$ cat src/rtl/phe_pkg.sv
`default_nettype none

package phe_pkg;

    localparam int SLOT_W = 6;
    localparam int NUM_CHAN = 6;

    // Positions in the fixed 40-byte output template. Digit positions that
    // belong to leading zeros are skipped by the emitter.
    localparam logic [SLOT_W-1:0] SLOT_FIRST = 6'd0;
    localparam logic [SLOT_W-1:0] SLOT_HALF0 = 6'd36;
    localparam logic [SLOT_W-1:0] SLOT_HALF2 = 6'd38;
    localparam logic [SLOT_W-1:0] SLOT_NL    = 6'd39;

    localparam logic [7:0] BYTE_ESC   = 8'h1B;
    localparam logic [7:0] BYTE_LBR   = 8'h5B;
    localparam logic [7:0] BYTE_SEMI  = 8'h3B;
    localparam logic [7:0] BYTE_ZERO  = 8'h30;
    localparam logic [7:0] BYTE_TWO   = 8'h32;
    localparam logic [7:0] BYTE_THREE = 8'h33;
    localparam logic [7:0] BYTE_FOUR  = 8'h34;
    localparam logic [7:0] BYTE_EIGHT = 8'h38;
    localparam logic [7:0] BYTE_M     = 8'h6D;
    localparam logic [7:0] BYTE_HB0   = 8'hE2;
    localparam logic [7:0] BYTE_HB1   = 8'h96;
    localparam logic [7:0] BYTE_HB2   = 8'h80;
    localparam logic [7:0] BYTE_NL    = 8'h0A;

    // One decoded column: channel values as three BCD digits each, in the
    // order upper red, green, blue, lower red, green, blue.
    typedef struct packed {
        logic                      open;
        logic                      newline;
        logic [NUM_CHAN-1:0][11:0] bcd;
    } desc_t;

    typedef struct packed {
        logic       present;
        logic [7:0] value;
    } slot_info_t;

endpackage

`default_nettype wire

$ cat src/rtl/phe_decode.sv
`default_nettype none

module phe_decode
    import phe_pkg::*;
(
    input  wire logic       clk,
    input  wire logic       rst_n,
    input  wire logic       pixel_valid,
    output logic            pixel_ready,
    input  wire logic [7:0] upper_red,
    input  wire logic [7:0] upper_green,
    input  wire logic [7:0] upper_blue,
    input  wire logic [7:0] upper_alpha,
    input  wire logic [7:0] lower_red,
    input  wire logic [7:0] lower_green,
    input  wire logic [7:0] lower_blue,
    input  wire logic [7:0] lower_alpha,
    input  wire logic       row_end,
    input  wire logic       frame_end,
    output logic            desc_valid,
    input  wire logic       desc_ready,
    output desc_t           desc
);

    function automatic logic [11:0] to_bcd(input logic [7:0] v);
        logic [19:0] sh;
        sh = {12'd0, v};
        for (int i = 0; i < 8; i++) begin
            if (sh[11:8] >= 4'd5) sh[11:8] = sh[11:8] + 4'd3;
            if (sh[15:12] >= 4'd5) sh[15:12] = sh[15:12] + 4'd3;
            if (sh[19:16] >= 4'd5) sh[19:16] = sh[19:16] + 4'd3;
            sh = {sh[18:0], 1'b0};
        end
        return sh[19:8];
    endfunction

    logic [31:0] prev_upper_reg, prev_upper_next;
    logic [31:0] prev_lower_reg, prev_lower_next;
    logic        row_start_reg, row_start_next;
    logic        valid_reg, valid_next;
    desc_t       desc_reg, desc_next;
    logic [31:0] upper_color, lower_color;
    logic        take;

    assign upper_color = {upper_alpha, upper_blue, upper_green, upper_red};
    assign lower_color = {lower_alpha, lower_blue, lower_green, lower_red};
    assign pixel_ready = !valid_reg || desc_ready;
    assign take        = pixel_valid && pixel_ready;

    always_comb
    begin
        prev_upper_next = prev_upper_reg;
        prev_lower_next = prev_lower_reg;
        row_start_next  = row_start_reg;
        valid_next      = valid_reg && !desc_ready;
        desc_next       = desc_reg;
        if (take)
        begin
            prev_upper_next  = upper_color;
            prev_lower_next  = lower_color;
            row_start_next   = row_end || frame_end;
            valid_next       = 1'b1;
            desc_next.open   = row_start_reg || (upper_color != prev_upper_reg)
                               || (lower_color != prev_lower_reg);
            desc_next.newline = row_end && !frame_end;
            desc_next.bcd[0] = to_bcd(upper_red);
            desc_next.bcd[1] = to_bcd(upper_green);
            desc_next.bcd[2] = to_bcd(upper_blue);
            desc_next.bcd[3] = to_bcd(lower_red);
            desc_next.bcd[4] = to_bcd(lower_green);
            desc_next.bcd[5] = to_bcd(lower_blue);
        end
    end

    always_ff @(posedge clk or negedge rst_n)
    begin
        if (!rst_n)
        begin
            prev_upper_reg <= '0;
            prev_lower_reg <= '0;
            row_start_reg  <= 1'b1;
            valid_reg      <= 1'b0;
        end
        else
        begin
            prev_upper_reg <= prev_upper_next;
            prev_lower_reg <= prev_lower_next;
            row_start_reg  <= row_start_next;
            valid_reg      <= valid_next;
        end
    end

    always_ff @(posedge clk)
    begin
        desc_reg <= desc_next;
    end

    assign desc_valid = valid_reg;
    assign desc       = desc_reg;

endmodule

`default_nettype wire

$ cat src/rtl/phe_emit.sv
`default_nettype none

module phe_emit
    import phe_pkg::*;
(
    input  wire logic       clk,
    input  wire logic       rst_n,
    input  wire logic       desc_valid,
    output logic            desc_ready,
    input  wire desc_t      desc,
    output logic            byte_valid,
    input  wire logic       byte_ready,
    output logic [7:0]      out_byte,
    output logic            item_last
);

    // Byte and presence of one template position for the given column.
    function automatic slot_info_t slot_info(input logic [SLOT_W-1:0] s, input desc_t d);
        slot_info_t       r;
        logic             is_digit;
        logic [2:0]       ch;
        logic [SLOT_W-1:0] base;
        logic [SLOT_W-1:0] diff;
        logic [11:0]      b;
        r        = '{present: 1'b1, value: BYTE_SEMI};
        is_digit = 1'b1;
        ch       = 3'd0;
        base     = 6'd7;
        case (s) inside
            [6'd7:6'd9]:   begin ch = 3'd0; base = 6'd7;  end
            [6'd11:6'd13]: begin ch = 3'd1; base = 6'd11; end
            [6'd15:6'd17]: begin ch = 3'd2; base = 6'd15; end
            [6'd24:6'd26]: begin ch = 3'd3; base = 6'd24; end
            [6'd28:6'd30]: begin ch = 3'd4; base = 6'd28; end
            [6'd32:6'd34]: begin ch = 3'd5; base = 6'd32; end
            default:       is_digit = 1'b0;
        endcase
        diff = s - base;
        b    = d.bcd[ch];
        if (is_digit)
        begin
            case (diff[1:0])
                2'd0:
                begin
                    r.present = (b[11:8] != 4'd0);
                    r.value   = BYTE_ZERO + {4'd0, b[11:8]};
                end
                2'd1:
                begin
                    r.present = (b[11:4] != 8'd0);
                    r.value   = BYTE_ZERO + {4'd0, b[7:4]};
                end
                default:
                begin
                    r.present = 1'b1;
                    r.value   = BYTE_ZERO + {4'd0, b[3:0]};
                end
            endcase
        end
        else
        begin
            case (s)
                6'd0:  r.value = BYTE_ESC;
                6'd1:  r.value = BYTE_LBR;
                6'd2:  r.value = BYTE_THREE;
                6'd3:  r.value = BYTE_EIGHT;
                6'd5:  r.value = BYTE_TWO;
                6'd19: r.value = BYTE_FOUR;
                6'd20: r.value = BYTE_EIGHT;
                6'd22: r.value = BYTE_TWO;
                6'd35: r.value = BYTE_M;
                6'd36: r.value = BYTE_HB0;
                6'd37: r.value = BYTE_HB1;
                6'd38: r.value = BYTE_HB2;
                6'd39:
                begin
                    r.value   = BYTE_NL;
                    r.present = d.newline;
                end
                6'd4, 6'd6, 6'd10, 6'd14, 6'd18, 6'd21, 6'd23, 6'd27, 6'd31:
                    r.value = BYTE_SEMI;
                default:
                begin
                    r.value   = BYTE_SEMI;
                    r.present = 1'b0;
                end
            endcase
        end
        return r;
    endfunction

    logic              busy_reg, busy_next;
    desc_t             cur_reg, cur_next;
    logic [SLOT_W-1:0] slot_reg, slot_next;
    logic              ovalid_reg, ovalid_next;
    logic [7:0]        obyte_reg, obyte_next;
    logic              olast_reg, olast_next;
    logic              can_advance;
    logic              is_last;
    logic              take_desc;
    slot_info_t        here, ahead1, ahead2;
    logic [SLOT_W-1:0] step;

    assign can_advance = !ovalid_reg || byte_ready;
    assign is_last     = slot_reg == (cur_reg.newline ? SLOT_NL : SLOT_HALF2);
    assign desc_ready  = !busy_reg || (can_advance && is_last);
    assign take_desc   = desc_valid && desc_ready;

    assign here   = slot_info(slot_reg, cur_reg);
    assign ahead1 = slot_info(slot_reg + 6'd1, cur_reg);
    assign ahead2 = slot_info(slot_reg + 6'd2, cur_reg);

    // A run of skipped positions is at most two long: a missing hundreds
    // digit followed by a missing tens digit.
    always_comb
    begin
        if (ahead1.present)
            step = 6'd1;
        else if (ahead2.present)
            step = 6'd2;
        else
            step = 6'd3;
    end

    always_comb
    begin
        busy_next   = busy_reg;
        cur_next    = cur_reg;
        slot_next   = slot_reg;
        ovalid_next = ovalid_reg;
        obyte_next  = obyte_reg;
        olast_next  = olast_reg;
        if (can_advance)
        begin
            ovalid_next = busy_reg;
            if (busy_reg)
            begin
                obyte_next = here.value;
                olast_next = is_last;
                slot_next  = slot_reg + step;
                if (is_last)
                    busy_next = 1'b0;
            end
        end
        if (take_desc)
        begin
            busy_next = 1'b1;
            cur_next  = desc;
            slot_next = desc.open ? SLOT_FIRST : SLOT_HALF0;
        end
    end

    always_ff @(posedge clk or negedge rst_n)
    begin
        if (!rst_n)
        begin
            busy_reg   <= 1'b0;
            ovalid_reg <= 1'b0;
            slot_reg   <= SLOT_FIRST;
        end
        else
        begin
            busy_reg   <= busy_next;
            ovalid_reg <= ovalid_next;
            slot_reg   <= slot_next;
        end
    end

    always_ff @(posedge clk)
    begin
        cur_reg   <= cur_next;
        obyte_reg <= obyte_next;
        olast_reg <= olast_next;
    end

    assign byte_valid = ovalid_reg;
    assign out_byte   = obyte_reg;
    assign item_last  = olast_reg;

    a_slot_in_range: assert property (@(posedge clk) disable iff (!rst_n)
        busy_reg |-> slot_reg <= SLOT_NL)
        else $error("slot pointer beyond template");

    a_start_slot: assert property (@(posedge clk) disable iff (!rst_n)
        take_desc |=> (slot_reg == SLOT_FIRST || slot_reg == SLOT_HALF0))
        else $error("column started at a wrong template position");

    a_no_escape_without_run: assert property (@(posedge clk) disable iff (!rst_n)
        (busy_reg && !cur_reg.open) |-> slot_reg >= SLOT_HALF0)
        else $error("escape byte emitted for a column that opens no run");

    a_visit_present: assert property (@(posedge clk) disable iff (!rst_n)
        busy_reg |-> here.present)
        else $error("emitter stands on a skipped position");

endmodule

`default_nettype wire

$ cat src/rtl/pixel_pair_to_ansi_halfblock_encoder_top.sv
// Half-block true-color terminal encoder.
//
// Pixel channel: one word per column of a row pair (upper and lower RGBA,
// plus row_end and frame_end), taken on pixel_valid && pixel_ready.
// Byte channel: one terminal byte per word on byte_valid && byte_ready,
// with item_last marking the final byte that a column produces.
//
// A column that starts a row or changes any channel emits the color escape
// (up to 36 bytes), then every column emits the three-byte half block and,
// at a row end that is not a frame end, a newline. So a column produces 3 to
// 40 bytes on the byte channel, one byte per cycle while byte_ready holds, back to back.
// The first byte of a column reaches the byte port by way of registers: the
// emitter loads the column from the decode register into its own register,
// and the output register then takes the byte. The decode register takes
// the next column while the emitter still works, so the byte port is the
// only limit on throughput.
// Reset makes the next column a row start and clears the stored colors.
// When the receiver stalls, the output byte holds and the pixel channel
// backs up once the decode register is full.
`default_nettype none

module pixel_pair_to_ansi_halfblock_encoder_top
    import phe_pkg::*;
(
    input  wire logic       clk,
    input  wire logic       rst_n,
    input  wire logic       pixel_valid,
    output logic            pixel_ready,
    input  wire logic [7:0] upper_red,
    input  wire logic [7:0] upper_green,
    input  wire logic [7:0] upper_blue,
    input  wire logic [7:0] upper_alpha,
    input  wire logic [7:0] lower_red,
    input  wire logic [7:0] lower_green,
    input  wire logic [7:0] lower_blue,
    input  wire logic [7:0] lower_alpha,
    input  wire logic       row_end,
    input  wire logic       frame_end,
    output logic            byte_valid,
    input  wire logic       byte_ready,
    output logic [7:0]      out_byte,
    output logic            item_last
);

    logic  desc_valid;
    logic  desc_ready;
    desc_t desc;

    phe_decode u_decode (
        .clk         (clk),
        .rst_n       (rst_n),
        .pixel_valid (pixel_valid),
        .pixel_ready (pixel_ready),
        .upper_red   (upper_red),
        .upper_green (upper_green),
        .upper_blue  (upper_blue),
        .upper_alpha (upper_alpha),
        .lower_red   (lower_red),
        .lower_green (lower_green),
        .lower_blue  (lower_blue),
        .lower_alpha (lower_alpha),
        .row_end     (row_end),
        .frame_end   (frame_end),
        .desc_valid  (desc_valid),
        .desc_ready  (desc_ready),
        .desc        (desc)
    );

    phe_emit u_emit (
        .clk        (clk),
        .rst_n      (rst_n),
        .desc_valid (desc_valid),
        .desc_ready (desc_ready),
        .desc       (desc),
        .byte_valid (byte_valid),
        .byte_ready (byte_ready),
        .out_byte   (out_byte),
        .item_last  (item_last)
    );

endmodule

`default_nettype wire

$ cat config.mk
export PLATFORM = sky130hd
export DESIGN_NAME = pixel_pair_to_ansi_halfblock_encoder_top
export DESIGN_NICKNAME = d
export VERILOG_FILES = /design/src/rtl/phe_pkg.sv /design/src/rtl/phe_decode.sv /design/src/rtl/phe_emit.sv /design/src/rtl/pixel_pair_to_ansi_halfblock_encoder_top.sv
export SDC_FILE = /design/constraint.sdc
export NUM_CORES = 1
export LEC_CHECK = 0
export BUFFER_PORTS_ARGS = -buffer_cell sky130_fd_sc_hd__buf_2
export CAP_MARGIN = 15
export CORE_ASPECT_RATIO = 1.25
export CORE_MARGIN = 3
export CORE_UTILIZATION = 35
export CTS_CLUSTER_DIAMETER = 200
export DETAILED_ROUTE_END_ITERATION = 12
export GPL_TIMING_DRIVEN = 0
export SYNTH_ARGS = -nofsm -noshare
export SYNTH_HDL_FRONTEND = slang
export SYNTH_SLANG_ARGS = --single-unit
$ cat constraint.sdc
create_clock -name clk -period 5.3 [get_ports clk]
set_clock_uncertainty 0.05 [all_clocks]
set_input_delay 0 -clock clk [delete_from_list [all_inputs] [get_ports clk]]
set_output_delay 0 -clock clk [all_outputs]
set_load 0.02 [all_outputs]
==> run metrics, run 1 <==
WL/cell between 15 and 20 um; Sw Ratio 0.399; largest net degree at the start of global routing between 70 and 80; die area roughly 44000 sq um; Post-Route WL between 30000 and 40000 um; CP startpoint upper_red[6]; M1 GR Usage 0.196; DR pass1 iterations 5; initial core utilization 0.355; Max Slew Vio Count 0; sequential fraction of the synthesis area 0.398; number of I/O port buffers 73; switching power ~3200 uW; GR peak layer met2; top cells by area, synth edfxtp_1, dfrtp_1, ha_1; Unique masters post-synth 97; outcome finished clean; Clock Power Share 0.200; core footprint a little over 40000 sq um; Area Overhead vs Synth 18.3%; Final Core Density 0.420; Worst slew margin 0.350; Worst setup EP type flip-flop; Post-Synthesis Cells between 1000 and 1500; DPL Wire Length about 28000 um; min Tclk post-route 5.01 ns; H-tree depth 1; # IOs roughly 80; clock root buffer clkbuf_16; CTS Buf Count 23; share of cells above drive strength 1 0.198; DP Area 15700 sq um; XOR/XNOR share of the synthesized area 0.0544; Logic pwr share 0.503; Simple-Gate Fraction of Synth Area 0.127; CTS sink count about 210; Clock Latency Late Sink around 0.51 ns; fraction of registers with async set/reset 0.359; pwr/cell area 468 nW/um^2; area of the mapped netlist between 10000 and 15000 sq um; Worst Hold Class in2async; vias after detailed routing ~11000; proportion of synthesized area in mux cells 0.113; pre-CTS WS around 0.23 ns; largest family of logic cells by synthesized area compound AO/OA/AOI/OAI gates; Seq cells post-synth 206; VDD IR max 0.307 mV; clock slew at reported path FFs 0.06 ns; Pint 4860 uW; Peak Freq approximately 200 MHz; Syn Area/Cell about 10 sq um; CP arrival approximately 5.2 ns; ANT nets after route 0; final setup margin slightly below 0.3 ns; first-pass GRT wire length ~57000 um; GRT Overall Usage 0.160; Worst setup SP type primary input; GRT met3 Usage 0.0167; area leader, netlist edfxtp_1; routed vias/inst approximately 5.3; Clock Path Buffers 3; diodes inserted 0; CTS tree yes; crit path max fanout 10; Slew @ Worst Pin 0.965 ns; antenna violations before repair 0; Die Ht 234 um; syn_nets between 1500 and 2000; Iter 0 DRT Violations 857; FP Rows between 80 and 90; main flop type after synthesis edfxtp_1; Pleak slightly above 0.007 uW; post-synthesis compound-gate area fraction 0.177; post-synthesis adder-cell area fraction 0.0861; top cell type's share of synthesized area 0.271; # Max-Cap Violations 0; Routability Congestion 0.977; Synth Warn # 0; Layout fillers 3966; Sequential Power Share 0.297; grt ovf 0; Die X around 190 um; M2 GR Usage 0.289; WS Path Type in2reg; Post-route DRC 0; Post-synth EDFFs between 100 and 150; final setup fails 0; Crit path required time 5.50 ns; Final period util 0.945; Hold Vio Cnt, Final 0; r2r setup slk ~0.39 ns; nets 1741; FF-to-FF Start u_emit.slot_reg[1]; max FFs per register between 60 and 70; post-route cell area around 17000 sq um; vias in the first global route roughly 11000
-- cells by family after synthesis --
| kind of cell | after synthesis |
|---|---|
| multiplexers | 148 |
| XOR/XNOR | 89 |
| AND/OR/NAND/NOR | 352 |
| adder cells (fa/ha/maj) | 100 |
| AO/OA/AOI/OAI | 360 |
| flip-flops | 206 |
| buffers and inverters | 142 |
-- routing by layer --
metal,part of all wire,vias to the layer above
met4,0.044,0
met2,0.50,267
met5,0,-
met3,0.034,81
met1,0.43,5367
li1,-,5518
-- Yosys cell counts, types with 7 or more instances --
master,count
a31oi_1,9
a21o_1,19
mux2i_1,63
clkbuf_1,13
buf_2,19
nand3_1,31
o21a_1,27
o31ai_1,8
a21bo_2,14
edfxtp_1,132
nor3_1,23
a21boi_0,7
ha_1,99
o211ai_1,18
o211a_1,7
inv_1,91
o22ai_1,9
nand4_1,12
nor4_1,22
o21ai_0,66
a211oi_1,9
nor2_1,63
nor2b_1,21
nand2b_1,32
and2_1,10
a211o_1,8
a21oi_1,58
and3_1,7
or3_1,12
o21ai_1,13
or2_2,7
dfrtp_1,73
a21boi_1,8
xor2_1,49
nand2_1,81
mux2_2,76
a22oi_1,8
xnor2_1,38
-- repair_timing --
| action | CTS | global route |
|---|---|---|
| hold endpoints to repair | 152 | 0 |
| setup buffers | 0 | 4 |
| endpoints found under the setup margin | 0 | 9 |
| hold buffers | 70 | 0 |
| resized for setup | 0 | 15 |
-- power by group through the flow --
| stage | Clock (uW) | Sequential [uW] | Combinational (uW) |
|---|---|---|---|
| after detailed placement | 0 | 2430 | 3940 |
| after global routing | 1720 | 2440 | 4490 |
| after CTS | 1660 | 2400 | 4010 |
| after global placement | 0 | 2420 | 3860 |
| after floorplan | 0 | 2390 | 3010 |
| final | 1620 | 2400 | 4070 |
-- worst max-delay path, stage by stage --
cell and delay [ns]:
dlygate4sd3_1 0.57, buf_2 0.15, buf_2 0.18, inv_1 0.11
ha_2 0.22, o21ai_0 0.09, mux2_2 0.32, ha_1 0.24
nand2b_1 0.15, o211a_1 0.17, o221a_2 0.20, inv_1 0.07
ha_1 0.17, nand2b_1 0.19, a31oi_4 0.24, xnor2_2 0.15
inv_1 0.10, ha_1 0.17, nand2b_1 0.15, o2111a_1 0.15
a21o_1 0.20, inv_1 0.06, ha_1 0.18, nor2b_4 0.19
nor2_1 0.07, o31ai_2 0.18, o21a_1 0.19, mux2_2 0.34
-- final timing paths --
path,cells past startpoint,endpoint
worst max-delay path,28,u_decode.desc[6]
worst min-delay path,3,u_decode.prev_upper_reg[9]
worst max register to register,20,u_emit.slot_reg[4]
worst min register to register,0,u_emit.cur_reg[33]
max in group asynchronous,3,u_emit.byte_valid
min in group clk,3,u_decode.prev_upper_reg[23]
-- layout make-up --
class                           instances  area, sq um  share of cell area
Buffer                                 46          293              0.0169
Clock buffer                           23          576              0.0333
Clock inverter                         18          195              0.0113
Inverter                               96          364              0.0211
Multi-Input combinational cell       1049         8200               0.475
Sequential cell                       206         5820               0.337
Tap cell                              552          691              0.0400
Timing Repair Buffer                  149         1150              0.0663
-- placed cells by master, fill, tap and decap left out, types with 22 or more instances in the layout --
cell	instances
a21oi_1	57
buf_2	90
clkbuf_16	23
dfrtp_1	73
dlygate4sd3_1	70
edfxtp_1	132
ha_1	98
inv_1	90
mux2_2	76
mux2i_1	61
nand2_1	81
nand2b_1	32
nand3_1	31
nor2_1	63
nor3_1	22
nor4_1	22
o21a_1	27
o21ai_0	65
xnor2_1	36
xor2_1	49
-- through the flow --
step	hold WS [ns]	power (uW)	TNS, ns	cells
floorplan	-0.346	5400	0	1397
global placement	0.160	6290	0	2022
detailed placement	-0.191	6370	0	2024
CTS	0.0385	8070	0	2135
global route	0.0388	8650	-0.0000306	2139
finish	0.00825	8090	0	2139
No activity file was read; power rests on OpenSTA's default activity.
==> inputs of run 2 (changes only) <==
--- a/config.mk
+++ b/config.mk
@@ -13,6 +13,7 @@
 export CTS_CLUSTER_DIAMETER = 200
 export DETAILED_ROUTE_END_ITERATION = 12
 export GPL_TIMING_DRIVEN = 0
+export MAX_ROUTING_LAYER = met4
 export SYNTH_ARGS = -nofsm -noshare
 export SYNTH_HDL_FRONTEND = slang
 export SYNTH_SLANG_ARGS = --single-unit
==> run metrics, run 2 (synthesis gave the netlist of run 1 again) <==
most frequent cells in the layout edfxtp_1, ha_1, buf_2, inv_1, nand2_1; worst hold slack -0.0136 ns; FP Rows 83; Peak Freq approximately 200 MHz; Worst path most repeated cell ha_1; Post-Route WL roughly 37000 um; DPL Wire Length approximately 28000 um; Iter 0 DRT Violations between 900 and 1000; antenna violations before repair 1; Layout fillers 4011; GRT Overall Usage 0.171; Logic pwr share 0.507; H-tree depth 1; Worst R2R Path Depth 20; CTS Buf Count 24; Critical R2R Capture u_emit.slot_reg[4]; Slowest-stage cell, CP dfrtp_1; # Max-Cap Violations 0; WS Path Type reg2reg; WL/cell 17.3 um; number of I/O port buffers 73; first-pass GRT wire length around 59000 um; Max Slew Vio Count 0; outcome finished with violations; # IOs 81; Die Ht 234 um; die area around 44000 sq um; Post-route DRC 0; Pint ~4800 uW; Die X between 150 and 200 um; Worst Hold Class in2async; initial core utilization 0.355; Clock Latency Late Sink roughly 0.53 ns; Sw Ratio 0.403; DP Area between 15000 and 20000 sq um; most common cell after layout, fill and taps aside edfxtp_1; DR pass1 iterations 5; vias in the first global route roughly 11000; Clock Path Buffers 3; clock root buffer clkbuf_16; pre-CTS WS 0.130 ns; Worst setup EP type flip-flop; CTS tree yes; Sequential Power Share 0.298; pwr/cell area roughly 470 nW/um^2; Routability Congestion between 0.9 and 1; Pleak between 0.007 and 0.008 uW; post-route cell area approximately 17000 sq um; Worst slew margin 0.290; largest net degree at the start of global routing 72; Slew @ Worst Pin about 1.1 ns; Max stage delay on crit path 0.71 ns; routed vias/inst ~5.3; vias after detailed routing 11300; VDD IR max approximately 0.28 mV; Cell Chain, Critical Path clkbuf_8 -> inv_1 -> ha_1 -> or2b_2 -> o2111ai_1 -> a22oi_2 -> nor2b_2 -> and2b_2 -> ha_1 -> xor2_1 -> a21oi_1 -> a21o_2 -> o2111ai_1 -> o2111ai_2 -> ha_1 -> fa_1 -> nand3_1 -> nor2_1 -> xnor2_1 -> nor2_1; Crit path required time between 5 and 6 ns; nets 1740; switching power 3250 uW; share of cells above drive strength 1 0.192; Worst setup SP type flip-flop; diodes inserted 0; clock slew at reported path FFs 0.06 ns; crit path max fanout 12; FF-to-FF Start u_emit.slot_reg[1]; final setup margin 0.297 ns; r2r setup slk 0.30 ns; core footprint between 40000 and 50000 sq um; Clock Power Share 0.195; Fin Setup TNS 0 ns; CTS sink count approximately 200; grt ovf 0; ANT nets after route 0; Hold Vio Cnt, Final 4; Final period util 0.944; Area Overhead vs Synth 18.0%; Total Power 8060 uW; failing checks hold timing; min Tclk post-route 5.00 ns; CP arrival between 5 and 6 ns; max FFs per register 62; final setup fails 0
-- run 2: metrics by stage --
stage / std cells / utilization
after global routing: 2140 / 0.419
after CTS: 2138 / 0.418
final: 2140 / 0.419
after global placement: 2022 / 0.381
after detailed placement: 2024 / 0.382
after floorplan: 1397 / -
-- run 2: per-layer routing --
metal,GRT usage,vias up,routed length (um)
li1,-,5520,-
met1,0.200,5428,15600
met2,0.297,245,18400
met3,0.0197,75,1330
met4,0.0743,0,1690
met5,-,-,0
-- run 2: worst max-delay path by stage --
stage                       start                 end  slack [ns]  cells past startpoint
2_1_floorplan        upper_red[6]    u_decode.desc[6]        0.88                     26
3_5_place_dp   u_emit.slot_reg[1]  u_emit.slot_reg[4]        0.13                     20
4_1_cts        u_emit.slot_reg[1]  u_emit.slot_reg[4]        0.13                     20
6_report       u_emit.slot_reg[1]  u_emit.slot_reg[4]        0.30                     20
5_1_grt              upper_red[6]    u_decode.desc[6]       -0.01                     28
3_3_place_gp   u_emit.slot_reg[1]  u_emit.slot_reg[4]        0.09                     20
-- run 2: area by class of cell --
type / count / area [sq um] / area share
inverter: 96 / 364 / 0.0211
timing repair buffer: 147 / 1130 / 0.0656
buffer: 46 / 293 / 0.0170
tap: 552 / 691 / 0.0400
clock buffer: 29 / 641 / 0.0371
multi-input combinational: 1049 / 8210 / 0.476
clock inverter: 15 / 108 / 0.00624
sequential: 206 / 5820 / 0.337
-- run 2: power groups by stage --
stage / clock (uW) / sequential [uW] / combinational, uW
floorplan: 0 / 2390 / 3010
global placement: 0 / 2420 / 3890
detailed placement: 0 / 2430 / 3980
CTS: 1620 / 2400 / 4050
global route: 1680 / 2440 / 4530
finish: 1570 / 2400 / 4090
-- run 2: critical path, delay by kind of cell, from the launching register on --
family / cells / cell delay (ns)
adders and majority gates: 4 / 1.30
DFF: 1 / 0.71
xor gates and xnor gates: 2 / 0.44
and+or+nand+nor: 6 / 1.09
buffers and inverters: 2 / 0.45
AOI/OAI and AO/OA: 6 / 0.81
-- run 2: repair_timing --
action	4_1_cts	5_1_grt
buffers inserted	0	2
hold endpoints to repair	153	0
hold buffers	70	0
setup endpoints to repair	0	12
resized for setup	0	15
